===== src/design/bcc_pkg.sv =====
// Shared types, widths and constants for the button click/hold classifier.
package bcc_pkg;

    localparam int TICK_WIDTH   = 32;
    localparam int CFG_WIDTH    = 16;
    localparam int COUNT_WIDTH  = 16;
    localparam int CLICK_WIDTH  = 2;
    localparam int EVENT_WIDTH  = 2;
    localparam int CFG_ADDR_WIDTH = 2;

    // Input word: tick_now, then pin_level, padded to whole bytes.
    localparam int S_DATA_BITS  = TICK_WIDTH + 1;
    localparam int S_DATA_WIDTH = ((S_DATA_BITS + 7) / 8) * 8;
    // Result word: event_res, then stepped, padded to whole bytes.
    localparam int M_DATA_BITS  = EVENT_WIDTH + 1;
    localparam int M_DATA_WIDTH = ((M_DATA_BITS + 7) / 8) * 8;

    localparam logic [COUNT_WIDTH-1:0] COUNT_MAX = 16'd60000;

    // Event codes
    localparam logic [EVENT_WIDTH-1:0] EV_NONE   = 2'd0;
    localparam logic [EVENT_WIDTH-1:0] EV_SINGLE = 2'd1;
    localparam logic [EVENT_WIDTH-1:0] EV_DOUBLE = 2'd2;
    localparam logic [EVENT_WIDTH-1:0] EV_HOLD   = 2'd3;

    // Register indexes
    localparam logic [CFG_ADDR_WIDTH-1:0] REG_HOLD_TICKS       = 2'd0;
    localparam logic [CFG_ADDR_WIDTH-1:0] REG_DEBOUNCE_TICKS   = 2'd1;
    localparam logic [CFG_ADDR_WIDTH-1:0] REG_DOUBLE_GAP_TICKS = 2'd2;
    localparam logic [CFG_ADDR_WIDTH-1:0] REG_PACE_INTERVAL    = 2'd3;

    // Register reset values
    localparam logic [CFG_WIDTH-1:0] HOLD_TICKS_RST       = 16'd500;
    localparam logic [CFG_WIDTH-1:0] DEBOUNCE_TICKS_RST   = 16'd3;
    localparam logic [CFG_WIDTH-1:0] DOUBLE_GAP_TICKS_RST = 16'd30;
    localparam logic [CFG_WIDTH-1:0] PACE_INTERVAL_RST    = 16'd10;

    typedef struct packed {
        logic [CFG_WIDTH-1:0] hold_ticks;
        logic [CFG_WIDTH-1:0] debounce_ticks;
        logic [CFG_WIDTH-1:0] double_gap_ticks;
        logic [CFG_WIDTH-1:0] pace_interval;
    } cfg_t;

    typedef struct packed {
        logic [TICK_WIDTH-1:0]  last_step_tick;
        logic [COUNT_WIDTH-1:0] press_count;
        logic [COUNT_WIDTH-1:0] release_count;
        logic [CLICK_WIDTH-1:0] clicks_pending;
    } state_t;

    typedef struct packed {
        logic [EVENT_WIDTH-1:0] event_res;
        logic                   stepped;
    } result_t;

endpackage


===== src/design/bcc_cfg_regs.sv =====
// Configuration register file of the button click/hold classifier.
module bcc_cfg_regs (
    input  logic                          aclk,
    input  logic                          aresetn,
    input  logic                          cfg_wr_en,
    input  logic [bcc_pkg::CFG_ADDR_WIDTH-1:0] cfg_addr,
    input  logic [bcc_pkg::CFG_WIDTH-1:0] cfg_wdata,
    output bcc_pkg::cfg_t                 cfg
);
    import bcc_pkg::*;

    cfg_t cfg_reg;
    cfg_t cfg_next;

    always_comb begin
        cfg_next = cfg_reg;
        if (cfg_wr_en) begin
            case (cfg_addr)
                REG_HOLD_TICKS:       cfg_next.hold_ticks       = cfg_wdata;
                REG_DEBOUNCE_TICKS:   cfg_next.debounce_ticks   = cfg_wdata;
                REG_DOUBLE_GAP_TICKS: cfg_next.double_gap_ticks = cfg_wdata;
                REG_PACE_INTERVAL:    cfg_next.pace_interval    = cfg_wdata;
                default:              cfg_next = cfg_reg;
            endcase
        end
    end

    always_ff @(posedge aclk) begin
        if (!aresetn) begin
            cfg_reg.hold_ticks       <= HOLD_TICKS_RST;
            cfg_reg.debounce_ticks   <= DEBOUNCE_TICKS_RST;
            cfg_reg.double_gap_ticks <= DOUBLE_GAP_TICKS_RST;
            cfg_reg.pace_interval    <= PACE_INTERVAL_RST;
        end else begin
            cfg_reg <= cfg_next;
        end
    end

    assign cfg = cfg_reg;

endmodule


===== src/design/bcc_step.sv =====
// Step logic: pacing check and press/release classification for one word.
module bcc_step (
    input  bcc_pkg::cfg_t                  cfg,
    input  bcc_pkg::state_t                state_cur,
    input  logic [bcc_pkg::TICK_WIDTH-1:0] tick_now,
    input  logic                           pin_level,
    output bcc_pkg::state_t                state_next,
    output bcc_pkg::result_t               result
);
    import bcc_pkg::*;

    logic [TICK_WIDTH-1:0]  tick_diff;
    logic                   run_step;
    logic [COUNT_WIDTH-1:0] press_inc;
    logic [COUNT_WIDTH-1:0] release_inc;
    logic [CLICK_WIDTH-1:0] clicks;

    assign tick_diff = tick_now - state_cur.last_step_tick;
    assign run_step  = tick_diff >= TICK_WIDTH'(cfg.pace_interval);
    assign press_inc = state_cur.press_count + 1'b1;

    always_comb begin
        state_next       = state_cur;
        result.event_res = EV_NONE;
        result.stepped   = run_step;
        clicks           = state_cur.clicks_pending;
        release_inc      = state_cur.release_count;

        if (run_step) begin
            state_next.last_step_tick = tick_now;
            if (!pin_level) begin
                // pressed: count up, raise hold on reaching the target
                state_next.release_count = '0;
                if (state_cur.press_count < COUNT_MAX) begin
                    state_next.press_count = press_inc;
                    if (press_inc == cfg.hold_ticks) begin
                        result.event_res          = EV_HOLD;
                        state_next.clicks_pending = '0;
                    end
                end
            end else begin
                // released: close out a press, then time the gap
                if (state_cur.press_count != '0) begin
                    if (state_cur.press_count > cfg.debounce_ticks &&
                        state_cur.press_count < cfg.hold_ticks) begin
                        clicks = state_cur.clicks_pending + 1'b1;
                    end
                    state_next.press_count = '0;
                end
                state_next.clicks_pending = clicks;
                if (clicks != '0) begin
                    if (state_cur.release_count < COUNT_MAX) begin
                        release_inc = state_cur.release_count + 1'b1;
                    end
                    state_next.release_count = release_inc;
                    if (clicks == CLICK_WIDTH'(2)) begin
                        result.event_res          = EV_DOUBLE;
                        state_next.clicks_pending = '0;
                        state_next.release_count  = '0;
                    end else if (release_inc > cfg.double_gap_ticks) begin
                        if (clicks == CLICK_WIDTH'(1)) begin
                            result.event_res = EV_SINGLE;
                        end
                        state_next.clicks_pending = '0;
                        state_next.release_count  = '0;
                    end
                end else begin
                    state_next.release_count = '0;
                end
            end
        end
    end

endmodule


===== src/design/button_click_hold_classifier_top.sv =====
// Top level of the button click/hold classifier: stream stages and state.
//
// Classifies presses of one active-low push button into single click,
// double click and hold events.
// Input channel (s_): each word carries the free-running tick count and the
// sampled pin level (0 pressed). Result channel (m_): one word per input
// word, with the event raised in that step and a flag that the step ran.
// Configuration: write cfg_wdata to register cfg_addr when cfg_wr_en is high
// (0 hold_ticks, 1 debounce_ticks, 2 double_gap_ticks, 3 pace_interval).
// Write only while no words are in flight.
// Path: an accepted input word passes the input register, then the result
// register. Throughput: one word per cycle while m_tready is high; the step
// logic between the two registers is a tick subtract/compare and a few
// 16-bit compares and increments.
// Reset (aresetn low, synchronous): both stages empty, classifier state
// cleared, registers back to their defaults.
// Stall: when m_tready is low the result register holds; the input register
// still takes one more word, after which s_tready drops until the result
// register frees up.
module button_click_hold_classifier_top (
    input  logic                                aclk,
    input  logic                                aresetn,
    input  logic                                s_tvalid,
    output logic                                s_tready,
    // [31:0] tick_now, [32] pin_level, rest zero
    input  logic [bcc_pkg::S_DATA_WIDTH-1:0]    s_tdata,
    output logic                                m_tvalid,
    input  logic                                m_tready,
    // [1:0] event_res, [2] stepped, rest zero
    output logic [bcc_pkg::M_DATA_WIDTH-1:0]    m_tdata,
    input  logic                                cfg_wr_en,
    input  logic [bcc_pkg::CFG_ADDR_WIDTH-1:0]  cfg_addr,
    input  logic [bcc_pkg::CFG_WIDTH-1:0]       cfg_wdata
);
    import bcc_pkg::*;

    cfg_t    cfg;
    state_t  state_reg;
    state_t  state_next;
    result_t step_result;

    // input stage
    logic                  in_valid_reg;
    logic [TICK_WIDTH-1:0] in_tick_reg;
    logic                  in_pin_reg;

    // result stage
    logic    out_valid_reg;
    result_t out_res_reg;

    logic advance;
    logic s_accept;

    bcc_cfg_regs u_cfg (
        .aclk      (aclk),
        .aresetn   (aresetn),
        .cfg_wr_en (cfg_wr_en),
        .cfg_addr  (cfg_addr),
        .cfg_wdata (cfg_wdata),
        .cfg       (cfg)
    );

    bcc_step u_step (
        .cfg        (cfg),
        .state_cur  (state_reg),
        .tick_now   (in_tick_reg),
        .pin_level  (in_pin_reg),
        .state_next (state_next),
        .result     (step_result)
    );

    // Move the input word into the result register when that slot is free.
    assign advance  = in_valid_reg && (!out_valid_reg || m_tready);
    assign s_tready = !in_valid_reg || advance;
    assign s_accept = s_tvalid && s_tready;

    always_ff @(posedge aclk) begin
        if (!aresetn) begin
            in_valid_reg <= 1'b0;
        end else if (s_accept) begin
            in_valid_reg <= 1'b1;
        end else if (advance) begin
            in_valid_reg <= 1'b0;
        end
    end

    always_ff @(posedge aclk) begin
        if (s_accept) begin
            in_tick_reg <= s_tdata[TICK_WIDTH-1:0];
            in_pin_reg  <= s_tdata[TICK_WIDTH];
        end
    end

    // Commit classifier state only when the step's result is captured.
    always_ff @(posedge aclk) begin
        if (!aresetn) begin
            state_reg <= '0;
        end else if (advance) begin
            state_reg <= state_next;
        end
    end

    always_ff @(posedge aclk) begin
        if (!aresetn) begin
            out_valid_reg <= 1'b0;
        end else if (advance) begin
            out_valid_reg <= 1'b1;
        end else if (m_tready) begin
            out_valid_reg <= 1'b0;
        end
    end

    always_ff @(posedge aclk) begin
        if (advance) begin
            out_res_reg <= step_result;
        end
    end

    assign m_tvalid = out_valid_reg;
    assign m_tdata  = {{(M_DATA_WIDTH - M_DATA_BITS){1'b0}},
                       out_res_reg.stepped, out_res_reg.event_res};

endmodule


===== config.mk =====
export PLATFORM = sky130hd
export DESIGN_NAME = button_click_hold_classifier_top
export DESIGN_NICKNAME = d
export VERILOG_FILES = /design/src/design/bcc_pkg.sv /design/src/design/bcc_cfg_regs.sv /design/src/design/bcc_step.sv /design/src/design/button_click_hold_classifier_top.sv
export SDC_FILE = /design/constraint.sdc
export NUM_CORES = 1
export LEC_CHECK = 0
export ABC_AREA = 1
export BUFFER_PORTS_ARGS = -buffer_cell sky130_fd_sc_hd__buf_2
export CAP_MARGIN = 20
export CORE_MARGIN = 5
export CORE_UTILIZATION = 45
export CTS_BUF_LIST = sky130_fd_sc_hd__clkbuf_4 sky130_fd_sc_hd__clkbuf_8
export DETAILED_ROUTE_END_ITERATION = 10
export PLACE_DENSITY = 0.67
export SYNTH_ARGS = -nofsm -noshare
export SYNTH_HDL_FRONTEND = slang
export SYNTH_SLANG_ARGS = --single-unit

===== constraint.sdc =====
create_clock -name aclk -period 6.4 [get_ports aclk]
set_input_delay 0.32 -clock aclk [delete_from_list [all_inputs] [get_ports aclk]]
set_output_delay 0.32 -clock aclk [all_outputs]
set_load 0.05 [all_outputs]

---- Yosys cells after proc, flatten, opt, wreduce, memory -nomap -nowiden ----
Index checks and enable logic that the tools add are counted.
W data, S select, Z words.
operators by class
  $add $sub $neg .......................... 4
  multipliers ............................. 0
  div/mod/pow operators ................... 0
  magnitude comparators ................... 6
  equal/unequal tests ..................... 7
  shift operators ......................... 0
  muxes and demuxes ....................... 28
  bitwise logic cells ..................... 0
  reductions and logical operators ........ 21
operator list
  cell                     count
  $mux W16                 7
  $mux W18                 2
  $mux W34                 1
  $add A16 B1 Y16 const B  2
  $ge A32 B16 Y1           1
  $gt A16 B16 Y1           2
  $lt A16 B16 Y1 const B   2
  $sub A32 B32 Y32         1
  $mux W2                  12
  $eq A16 B16 Y1           1
  $lt A16 B16 Y1           1
  $reduce_bool A16 Y1      1
  $reduce_and A2 Y1        5
  $reduce_bool A2 Y1       5
  $reduce_and A4 Y1        2
  $eq A2 B2 Y1 const B     3
  $mux W1                  6
  $eq A2 B1 Y1 const B     2
  $logic_and A1 B1 Y1      3
  $add A2 B1 Y2 const B    1
  $logic_not A1 Y1         2
  $logic_not A2 Y1         1
  $logic_or A1 B1 Y1       2
  $ne A2 B1 Y1 const B     1
word-level totals
  register bits ........................... 168
  latch bits .............................. 0
  bits in writable memories ............... 0
  ROM bits ................................ 0
  bits of input ports ..................... 63
  output and inout port bits .............. 10
  logic and storage cells ................. 80
  memories kept ........................... 0

---- Depth between registers and ports, before layout ----
Gate-level depths: netlist of the first run.
  depth in word-level cells ............... 15
  mapped depth ............................ 27
  gate-level depth less buffers ........... 26

---- Cells and area by module ----
A second synthesis of the first run with hierarchy kept.
unflattened totals
  cells, all modules ...................... 2,217
  area total of the unflattened synthesis .. 13,392.8 µm²
modules (own cells, without submodules)
  module                            times used  cells each  area an instance (µm²)  seq. area each (µm²)
  bcc_step                          1           1,342       6,641.4                 0.0
  button_click_hold_classifier_top  1           487         4,140.2                 2,442.3
  bcc_cfg_regs                      1           388         2,611.3                 1,281.2

---- Worst setup path before layout of the first run ----
No wires, ideal clock.
  path type ............................... register -> register
  from .................................... register in_tick_reg[0]
  to ...................................... register out_res_reg, in the netlist m_tdata[0], data pin
  setup time .............................. 0.256 ns
  arrival ................................. 2.951 ns
  slack ................................... 3.193 ns
  cell stages (with the launch flop) ...... 25
  buffers on the path ..................... 2
  cells stage by stage .................... edfxtp_1 -> inv_1 -> ha_1 -> fa_1 -> inv_1 -> nand2_1 -> nand3_1 -> nand2_1 -> nand2_2 -> xor2_1 -> ha_1 -> nand2_1 -> nor2_1 -> a211oi_1 -> nand2_1 -> nor2_1 -> nand2_1 -> nor2_1 -> nand2_1 -> a21oi_2 -> nand2_2 -> buf_6 -> buf_2 -> o211ai_1 -> inv_1
between the ends
  cells in the longest elaborated chain, start to end .. 2
ends and longest elaborated chain
  element                 line                                     source
  start, declared         button_click_hold_classifier_top.sv:44   logic [TICK_WIDTH-1:0] in_tick_reg;
  start signal, assigned  button_click_hold_classifier_top.sv:89   in_tick_reg <= s_tdata[TICK_WIDTH-1:0];
  $sub A32 B32 Y32        bcc_step.sv:18                           assign tick_diff = tick_now - state_cur.last_step_tick;
  $ge A32 B16 Y1          bcc_step.sv:19                           assign run_step = tick_diff >= TICK_WIDTH'(cfg.pace_interval);
  end signal, assigned    button_click_hold_classifier_top.sv:115  out_res_reg <= step_result;
  end, declared           button_click_hold_classifier_top.sv:49   result_t out_res_reg;
Every way passes these cells.
A chain may end at the register's enable or synchronous reset.

---- Worst setup path after layout of the first run ----
  from .................................... register in_tick_reg[3]
  to ...................................... register state_reg[34] in the netlist's numbering
between the ends
  cells in the longest elaborated chain, start to end .. 3
ends and longest elaborated chain
  element                             line                                    source
  $sub A32 B32 Y32                    bcc_step.sv:18
  $ge A32 B16 Y1                      bcc_step.sv:19
  $reduce_and A2 Y1 (no source line)  -
  end signal, assigned                button_click_hold_classifier_top.sv:99  state_reg <= state_next;
  end, declared                       button_click_hold_classifier_top.sv:38  state_t state_reg;
Every way passes these cells.

==> results.sh, run 1 <==
export IMPL_synth_common_cells="nand2_1, inv_1, nor2_1, a21oi_1, dfxtp_1"
export IMPL_ys_top_cells_by_area="dfxtp_1, nand2_1, ha_1"
export IMPL_grt_first_pass_wirelength_um=45900
export IMPL_grt_usage_pct=19.52
export IMPL_critPathTopFamily="simple AND/OR/NAND/NOR gates"
export IMPL_fill_cells=2510
export IMPL_synth_main_ff_cell="dfxtp_1"
export IMPL_root_buffer="clkbuf_8"
export IMPL_synth_cells=1652
export IMPL_post_route_util_pct=50.69
export IMPL_hpwl_um=20710
export IMPL_final_cells=2068
export IMPL_postRouteAntennaNets=0
export IMPL_worstPathMaxFanout=45
export IMPL_period_share_pct=66.81
export IMPL_syn_area_per_cell_um2=6.817
export IMPL_criticalPathCategory="register to register"
export IMPL_slowest_delay_ns=0.41
export IMPL_setup_viol=0
export IMPL_rsz0062_at_grt="no"
export IMPL_chipHeight_um=168.2
export IMPL_synth_edf_count=36
export IMPL_cts_sinks=168
export IMPL_finalCriticalPeriod_ns=4.276
export IMPL_globalplace_congestion=0.8755
export IMPL_hold_slack_ns=0.03550
export IMPL_n_antenna_cell=0
export IMPL_cp_arrival_ns=4.67
export IMPL_vias=10211
export IMPL_routed_wl_um=27390
export IMPL_overflow=0
export IMPL_drt_iter0_markers=580
export IMPL_critPathBufInv=2
export IMPL_end_kind="register"
export IMPL_grt_max_degree=98
export IMPL_required_ns=6.79
export IMPL_nets=1887
export IMPL_die_w_um=168.2
export IMPL_peakVddDrop_uv=118.0
export IMPL_cp_common_cell="nand2_1"
export IMPL_postCtsHoldBufs=30
export IMPL_timing_setup_tns_ns=0
export IMPL_yosysTopAreaCell="dfxtp_1"
export IMPL_ys_types=46
export IMPL_path_cells="ha_1 > nand2_1 > nor2_1 > nand2_1 > nand3_1 > nand2_1 > nand2_1 > xor2_1 > ha_1 > a21oi_1 > nor2_1 > a211oi_1 > nand2_1 > nor2_1 > nand2_1 > nor2_1 > nand2_1 > a21oi_2 > nand2_2 > buf_4 > nand2_2 > buf_4 > o21ai_0 > nor2_1"
export IMPL_cts_buffers=17
export IMPL_hold_class="input port to register"
export IMPL_async_reset_ff_share_pct=0
export IMPL_synth_seq_cells=168
export IMPL_critPathLaunchType="register"
export IMPL_slew_headroom_pct=27.05
export IMPL_ys_seq_area_share_pct=33.06
export IMPL_tightest_slew_ns=1.090
export IMPL_cap_violations=0
export IMPL_initial_utilization_pct=45.24
export IMPL_dr_pass1_iters=5
export IMPL_first_global_vias=9492
export IMPL_coreArea_um2=24890
export IMPL_finalHoldViolCount=0
export IMPL_yosysMostFrequentCell="nand2_1"
export IMPL_routed_via_density=4.938
export IMPL_wl_per_cell_um=13.24
export IMPL_rows=58
export IMPL_stdcell_area_um2=12620
export IMPL_crit_slowest_cell="edfxtp_1"
export IMPL_dpl_cell_count=2005
export IMPL_cts_path_max_buffers=2
export IMPL_cts_resized=0
export IMPL_tritoncts="done"
export IMPL_syn_to_final_growth_pct=12.04
export IMPL_io_buffers=60
export IMPL_largest_reg_flops=66
export IMPL_place_area_um2=11810
export IMPL_clk_latency_ns=0.47
export IMPL_cts_setup_buffers=0
export IMPL_p_leak_uw=0.006143
export IMPL_syn_cell_area_um2=11260
export IMPL_drc_errors=0
export IMPL_clk_pin_slew_ns=0.09
export IMPL_die_area_um2=28290
export IMPL_drive_above_1_share_pct=7.710
export IMPL_synth_top_area_share_pct=23.46
export IMPL_io_pins=73
export IMPL_fmax_mhz=233.9
export IMPL_skew_ns=0.01599
export IMPL_h_tree_depth=4
export IMPL_drv_slew=0
export IMPL_power_density_nw_per_um2=212.6
export IMPL_run_status="finished, final reports clean"
export IMPL_antenna_found_initial=0
export IMPL_yosysWarnings=0
==> through the flow <==
stage / setup WS [ns] / power (uW)
finish: 2.124 / 2683
global route: 1.681 / 2849
CTS: 1.999 / 2706
detailed placement: 2.039 / 1767
global placement: 2.098 / 1751
floorplan: 3.193 / 1621
==> kinds of logic (layout without fill, tap and decap cells) <==
kind of cell    after synthesis  after routing  synth area share [%]
simple gates                743            743                 28.32
buf+inv                     338            420                 11.87
compound gates              260            260                 12.17
flops                       168            168                 33.06
fa+ha+maj                    99             99                 11.07
xor+xnor                     42             42                 3.388
other cells                   1              5               0.03330
mux                           1              1               0.09998
==> per-layer routing <==
layer  part of all wire (%)  vias up  global-route usage [%]  wire, um
met4                    2.6        0                   6.351       703
li1                       -     5427                       -         -
met1                     46     4555                   24.67     12530
met5                      0        -                       0         0
met2                     48      185                   34.08     13150
met3                    3.6       44                   3.029       999
==> layout make-up <==
cell class / count / area (um2) / area share (%)
Timing Repair Buffer: 98 / 680.7 / 5.394
Clock buffer: 22 / 296.5 / 2.350
Multi-Input combinational cell: 1150 / 6228 / 49.36
Inverter: 290 / 1089 / 8.627
Sequential cell: 168 / 3724 / 29.51
Tap cell: 330 / 412.9 / 3.272
Clock inverter: 10 / 187.7 / 1.487
==> power breakdown <==
group	internal [uW]	switching, uW
sequential	1130	22.9
clock	514	410
combinational	216	387
total	1860	820
==> cells in the final DEF (no fill, tap or decap), types with 37 or more instances in the layout <==
| cell type | n |
|---|---|
| a21oi_1 | 136 |
| buf_2 | 60 |
| dfxtp_1 | 132 |
| ha_1 | 98 |
| inv_1 | 284 |
| nand2_1 | 426 |
| nand3_1 | 59 |
| nand4_1 | 53 |
| nor2_1 | 150 |
| o21ai_0 | 96 |
| xor2_1 | 37 |
==> path summary, 6_finish.rpt <==
check / start / end / slack [ns] / cells after the start
worst min-delay path: s_tdata[0] / in_tick_reg[0]$_DFFE_PP_ / 0.04 / 1
worst max register to register: in_tick_reg[3]$_DFFE_PP_ / state_reg[34]$_SDFFE_PN0P_ / 2.12 / 24
worst max-delay path: in_tick_reg[3]$_DFFE_PP_ / state_reg[34]$_SDFFE_PN0P_ / 2.12 / 24
worst min register to register: u_cfg.cfg[47]$_SDFFE_PN0P_ / u_cfg.cfg[47]$_SDFFE_PN0P_ / 0.47 / 2
Power figures use the tool's default switching activity.
==> run 2, diff against run 1 <==
--- a/config.mk
+++ b/config.mk
@@ -5,7 +5,7 @@
 export SDC_FILE = /design/constraint.sdc
 export NUM_CORES = 1
 export LEC_CHECK = 0
-export ABC_AREA = 1
+export ABC_AREA = 0
 export BUFFER_PORTS_ARGS = -buffer_cell sky130_fd_sc_hd__buf_2
 export CAP_MARGIN = 20
 export CORE_MARGIN = 5
==> constraint.sdc (replaced) <==
create_clock -name aclk -period 4.2 [get_ports aclk]
set_input_delay 0.21 -clock aclk [delete_from_list [all_inputs] [get_ports aclk]]
set_output_delay 0.21 -clock aclk [all_outputs]
set_load 0.05 [all_outputs]
==> results.sh, run 2 <==
export IMPL_routed_via_density=5.748
export IMPL_synth_mux_area_share_pct=0.5508
export IMPL_drc_errors=0
export IMPL_tightest_slew_ns=0.9522
export IMPL_first_global_vias=10071
export IMPL_path_cells="ha_1 > nor2b_4 > o21a_1 > a31oi_2 > o221a_4 > or2_4 > nand2_2 > xor2_1 > ha_1 > buf_6 > a211o_1 > nor4_2 > o311ai_1 > a2111o_1 > nand4bb_4 > buf_6 > nor4b_4 > buf_6 > buf_12 > o31a_1 > a221o_1"
export IMPL_drv_slew=0
export IMPL_end_kind="register"
export IMPL_p_leak_uw=0.005320
export IMPL_synth_common_cells="nand2_1, a21oi_1, dfxtp_1, inv_1, ha_1"
export IMPL_cts_buffers=17
export IMPL_wl_per_cell_um=17.93
export IMPL_rsz0062_at_grt="yes"
export IMPL_period_share_pct=109.1
export IMPL_fin_ws_ns=-0.3813
export IMPL_synth_cells=1390
export IMPL_drive_above_1_share_pct=17.19
export IMPL_cts_sinks=168
export IMPL_routed_wl_um=33540
export IMPL_largest_reg_flops=66
export IMPL_ys_top_cells_by_area="dfxtp_1, ha_1, edfxtp_1"
export IMPL_ys_types=82
export IMPL_timing_setup_tns_ns=-22.54
export IMPL_clk_pin_slew_ns=0.10
export IMPL_pre_cts_slack_ns=-0.6376
export IMPL_nets=1696
export IMPL_clk_latency_ns=0.49
export IMPL_cp_common_cell="buf_6"
export IMPL_hold_class="input port to register"
export IMPL_violations="negative setup slack"
export IMPL_peakVddDrop_uv=230.9
export IMPL_synth_compound_area_share_pct=22.07
export IMPL_coreArea_um2=24320
export IMPL_required_ns=4.62
export IMPL_chipHeight_um=167.3
export IMPL_place_area_um2=12290
export IMPL_synthSimpleGateAreaFrac_pct=20.53
export IMPL_critPathTopFamily="compound AO/OA/AOI/OAI gates"
export IMPL_postRouteAntennaNets=0
export IMPL_criticalPathCategory="register to register"
export IMPL_antenna_found_initial=0
export IMPL_tritoncts="done"
export IMPL_cp_arrival_ns=5.00
export IMPL_synth_top_area_share_pct=23.74
export IMPL_syn_to_final_growth_pct=22.81
export IMPL_synth_adder_area_share_pct=11.20
export IMPL_yosysTopAreaCell="dfxtp_1"
export IMPL_post_route_util_pct=56.21
export IMPL_slew_headroom_pct=36.52
export IMPL_die_w_um=167.3
export IMPL_critPathLaunchType="register"
export IMPL_root_buffer="clkbuf_8"
export IMPL_synth_top_family_by_area="compound AO/OA/AOI/OAI gates"
export IMPL_n_antenna_cell=0
export IMPL_yosysMostFrequentCell="nand2_1"
export IMPL_skew_ns=0.02255
export IMPL_slowest_delay_ns=0.42
export IMPL_die_area_um2=27980
export IMPL_h_tree_depth=4
export IMPL_cap_violations=0
export IMPL_ys_seq_area_share_pct=33.45
export IMPL_worstPathMaxFanout=5
export IMPL_ff2ff_path_depth=21
export IMPL_io_pins=73
export IMPL_synth_seq_cells=168
export IMPL_grt_first_pass_wirelength_um=52900
export IMPL_power_density_nw_per_um2=291.4
export IMPL_run_status="finished, violations left"
export IMPL_overflow=0
export IMPL_async_reset_ff_share_pct=0
export IMPL_stdcell_area_um2=13670
export IMPL_hold_slack_ns=0.03188
export IMPL_yosysWarnings=0
export IMPL_globalplace_congestion=0.9624
export IMPL_most_common_layout_cells="nand2_1, a21oi_1, dfxtp_1"
export IMPL_cts_path_max_buffers=2
export IMPL_dr_pass1_iters=5
export IMPL_crit_slowest_cell="edfxtp_1"
export IMPL_syn_area_per_cell_um2=8.008
export IMPL_grt_usage_pct=23.03
export IMPL_min_delay_path_depth=3
export IMPL_finalHoldViolCount=0
export IMPL_finalCriticalPeriod_ns=4.581
export IMPL_initial_utilization_pct=45.77
export IMPL_synth_edf_count=36
export IMPL_syn_cell_area_um2=11130
export IMPL_drt_iter0_markers=905
export IMPL_hpwl_um=23490
export IMPL_grt_max_degree=86
export IMPL_synthXorXnorAreaFrac_pct=4.957
export IMPL_io_buffers=60
export IMPL_synth_main_ff_cell="dfxtp_1"
export IMPL_vias=10755
export IMPL_critPathBufInv=4
export IMPL_reg2reg_slack_ns=-0.38
export IMPL_setup_viol=68
export IMPL_fmax_mhz=218.3
export IMPL_rows=57
export IMPL_layout_commonest_cell="nand2_1"
export IMPL_cp_num_cells=21
==> run 2: kinds of logic after synthesis <==
family | Yosys count
multiplexers | 6
adder cells (fa/ha/maj) | 99
buffers and inverters | 197
flip-flops | 168
XOR/XNOR | 63
AND/OR/NAND/NOR | 475
other | 1
AO/OA/AOI/OAI | 381
==> run 2: final cells by class <==
type | instances | area, um2
Clock buffer | 19 | 249.0
Clock inverter | 13 | 182.7
Fill cell | 2183 | 10650
Inverter | 113 | 424.2
Multi-Input combinational cell | 1029 | 6913
Sequential cell | 168 | 3725
Tap cell | 324 | 405.4
Timing Repair Buffer | 205 | 1770
==> run 2: final timing paths <==
kind	startpoint	end
worst max-delay path	in_tick_reg[1]$_DFFE_PP_	state_reg[25]$_SDFFE_PN0P_
worst min-delay path	cfg_wdata[8]	u_cfg.cfg[40]$_SDFFE_PN0P_
worst max register to register	in_tick_reg[1]$_DFFE_PP_	state_reg[25]$_SDFFE_PN0P_
worst min register to register	u_cfg.cfg[37]$_SDFFE_PN0P_	u_cfg.cfg[37]$_SDFFE_PN0P_
==> run 2: worst min-delay path, stage by stage <==
cell	delay (ns)
buf_2	0.15
nand2_1	0.07
a21oi_1	0.05
==> run 2: timing repair <==
| item | 4_1_cts | 5_1_grt |
|---|---|---|
| setup endpoints to repair | 68 | 68 |
| setup buffers | 11 | 2 |
| hold buffers | 38 | 0 |
| gates cloned | 7 | 2 |
| pin swaps | 52 | 27 |
| gates resized for setup | 40 | 17 |
| hold endpoints to repair | 42 | 0 |
==> run 2: report_power, final <==
group	switching (uW)	internal [uW]	leakage, uW
Sequential	35.7	1710	0.00142
Combinational	531	394	0.00368
Clock	689	625	0.000223
==> run 2: metal layers <==
metal | routed length [um] | vias to the layer above | part of all wire [%] | track usage [%]
met2 | 15150 | 382 | 45 | 36.60
li1 | - | 5236 | - | -
met4 | 971 | 0 | 2.9 | 8.327
met3 | 2111 | 67 | 6.3 | 3.725
met5 | 0 | - | 0 | 0
met1 | 15310 | 5070 | 46 | 31.78
==> run 2: metrics by stage <==
stage / power [uW] / instances
after floorplan: 2339 / 1394
after global placement: 2612 / 1779
after detailed placement: 2624 / 1779
after CTS: 3991 / 1867
after global routing: 4161 / 1871
final: 3983 / 1871
==> run 3, diff against run 2 <==
--- a/config.mk
+++ b/config.mk
@@ -9,10 +9,11 @@
 export BUFFER_PORTS_ARGS = -buffer_cell sky130_fd_sc_hd__buf_2
 export CAP_MARGIN = 20
 export CORE_MARGIN = 5
-export CORE_UTILIZATION = 45
+export CORE_UTILIZATION = 24
 export CTS_BUF_LIST = sky130_fd_sc_hd__clkbuf_4 sky130_fd_sc_hd__clkbuf_8
 export DETAILED_ROUTE_END_ITERATION = 10
-export PLACE_DENSITY = 0.67
+export PLACE_DENSITY = 0.44
+export RECOVER_POWER = 25
 export SYNTH_ARGS = -nofsm -noshare
 export SYNTH_HDL_FRONTEND = slang
 export SYNTH_SLANG_ARGS = --single-unit
==> results.sh, run 3 (synthesis gave the netlist of run 2 again) <==
export IMPL_run_status="finished, violations left"
export IMPL_violations="negative setup slack"
export IMPL_timing_rr_start="in_tick_reg[4]$_DFFE_PP_"
export IMPL_rsz0062_at_grt="yes"
export IMPL_drc_errors=0
export IMPL_postRouteAntennaNets=0
export IMPL_min_delay_path_depth=3
export IMPL_overflow=0
export IMPL_worstPathMaxFanout=14
export IMPL_routed_via_density=4.846
export IMPL_clk_latency_ns=0.50
export IMPL_hold_start="cfg_wdata[2]"
export IMPL_critPathLaunchType="register"
export IMPL_criticalPathCategory="register to register"
export IMPL_tritoncts="done"
export IMPL_initial_utilization_pct=24.06
export IMPL_grt_usage_pct=14.01
export IMPL_globalplace_congestion=0.9141
export IMPL_timing_setup_tns_ns=-28.13
export IMPL_skew_ns=0.01317
export IMPL_timing_rr_end="state_reg[24]$_SDFFE_PN0P_"
export IMPL_rows=79
export IMPL_die_w_um=225.4
export IMPL_drt_iter0_markers=755
export IMPL_tightest_slew_ns=1.089
export IMPL_clk_pin_slew_ns=0.10
export IMPL_fin_ws_ns=-0.4657
export IMPL_hold_class="input port to register"
export IMPL_wl_per_cell_um=16.53
export IMPL_hpwl_um=26300
export IMPL_grt_first_pass_wirelength_um=56940
export IMPL_timing_hold_worst_endpoint="u_cfg.cfg[2]$_SDFFE_PN0P_"
export IMPL_cts_sinks=168
export IMPL_peakVddDrop_uv=210.6
export IMPL_cts_path_max_buffers=2
export IMPL_p_leak_uw=0.005359
export IMPL_period_share_pct=111.1
export IMPL_root_buffer="clkbuf_8"
export IMPL_post_route_util_pct=30.57
export IMPL_io_buffers=60
export IMPL_fmax_mhz=214.3
export IMPL_first_global_vias=10204
export IMPL_most_common_layout_cells="nand2_1, dfxtp_1, a21oi_1"
export IMPL_slowest_delay_ns=0.58
export IMPL_cap_violations=0
export IMPL_vias=10564
export IMPL_chipHeight_um=225.4
export IMPL_io_pins=73
export IMPL_coreArea_um2=46260
export IMPL_h_tree_depth=4
export IMPL_crit_slowest_cell="or4b_4"
export IMPL_dr_pass1_iters=5
export IMPL_finalCriticalPeriod_ns=4.666
export IMPL_drv_slew=0
export IMPL_setup_viol=68
export IMPL_power_density_nw_per_um2=273.3
export IMPL_grt_max_degree=86
export IMPL_routed_wl_um=36030
export IMPL_end_kind="register"
export IMPL_layout_commonest_cell="nand2_1"
export IMPL_die_area_um2=50780
export IMPL_syn_to_final_growth_pct=27.07
export IMPL_finalHoldViolCount=0
export IMPL_ff2ff_path_depth=20
export IMPL_cp_arrival_ns=5.04
export IMPL_path_cells="ha_4 > and3_4 > o211a_4 > or3_1 > a21oi_2 > o21ai_1 > xor2_1 > ha_1 > nand4_1 > o21bai_1 > o21ba_2 > nor2_1 > o311ai_1 > a2111o_1 > nand4bb_4 > or4b_4 > buf_12 > clkbuf_16 > nand3_2 > o211ai_1"
export IMPL_slew_headroom_pct=27.37
export IMPL_hold_slack_ns=0.04678
export IMPL_antenna_found_initial=2
export IMPL_required_ns=4.58
export IMPL_nets=1721
export IMPL_reg2reg_slack_ns=-0.47
export IMPL_drive_above_1_share_pct=18.89
export IMPL_cts_buffers=17
export IMPL_largest_reg_flops=66
[run 3: final cells by class]
class                      instances  area (um2)
sequential                       168        3725
clock buffer                      18       247.7
clock inverter                    14       121.4
antenna                            1       2.502
inverter                         113       424.2
timing repair buffer             230        1879
tap                              607       759.5
fill                            4968       32120
multi-input combinational       1029        6984
[run 3: repair_timing]
action                                  in CTS  in global routing
resized for setup                           10                 49
pin swaps                                   21                 47
buffers inserted                             3                  9
hold buffers                                47                  0
endpoints found under the setup margin      68                 69
gates cloned                                 1                  4
hold endpoints to repair                    70                  0
[run 3: through the flow]
| step | total power [uW] | worst slack (ns) | instance area, um2 | instances |
|---|---|---|---|---|
| after floorplan | 2339 | -0.1716 | 11280 | 1394 |
| after global placement | 2661 | -0.6829 | 12810 | 2083 |
| after detailed placement | 2665 | -0.7193 | 12810 | 2083 |
| after CTS | 3891 | -0.5555 | 13730 | 2166 |
| after global routing | 4108 | -0.6730 | 14140 | 2180 |
| final | 3865 | -0.4657 | 14140 | 2180 |
[run 3: power by group]
| group | internal (uW) | total (uW) | leakage [uW] | switching (uW) |
|---|---|---|---|---|
| clock network | 487 | 1160 | 0.000190 | 674 |
| registers | 1710 | 1740 | 0.00142 | 35.4 |
| logic | 419 | 960 | 0.00375 | 541 |
| total | 2610 | 3860 | 0.00536 | 1250 |
[run 3: worst max-delay path, delay by kind of cell, from the launching register on]
kind	cells	cell delay, ns
AND/OR/NAND/NOR	7	1.60
flip-flops	1	0.45
XOR/XNOR	1	0.26
AO/OA/AOI/OAI	8	1.28
buffers and inverters	2	0.34
adder cells (fa/ha/maj)	2	0.60
[run 3: routing by layer]
metal	global-route usage [%]	share of wire [%]	vias up
met3	2.019	3.4	35
met1	19.80	48	5057
met5	0	0.056	-
met2	22.32	47	183
met4	3.944	1.6	2
li1	-	-	5287
[run 3: how the worst max path moves through the flow]
stage,start,endpoint
after floorplan,in_tick_reg[1]$_DFFE_PP_,state_reg[2]$_SDFFE_PN0P_
after global placement,in_tick_reg[4]$_DFFE_PP_,state_reg[0]$_SDFFE_PN0P_
after detailed placement,in_tick_reg[5]$_DFFE_PP_,state_reg[28]$_SDFFE_PN0P_
after CTS,in_tick_reg[1]$_DFFE_PP_,state_reg[28]$_SDFFE_PN0P_
after global routing,in_tick_reg[8]$_DFFE_PP_,state_reg[25]$_SDFFE_PN0P_
final,in_tick_reg[4]$_DFFE_PP_,state_reg[24]$_SDFFE_PN0P_
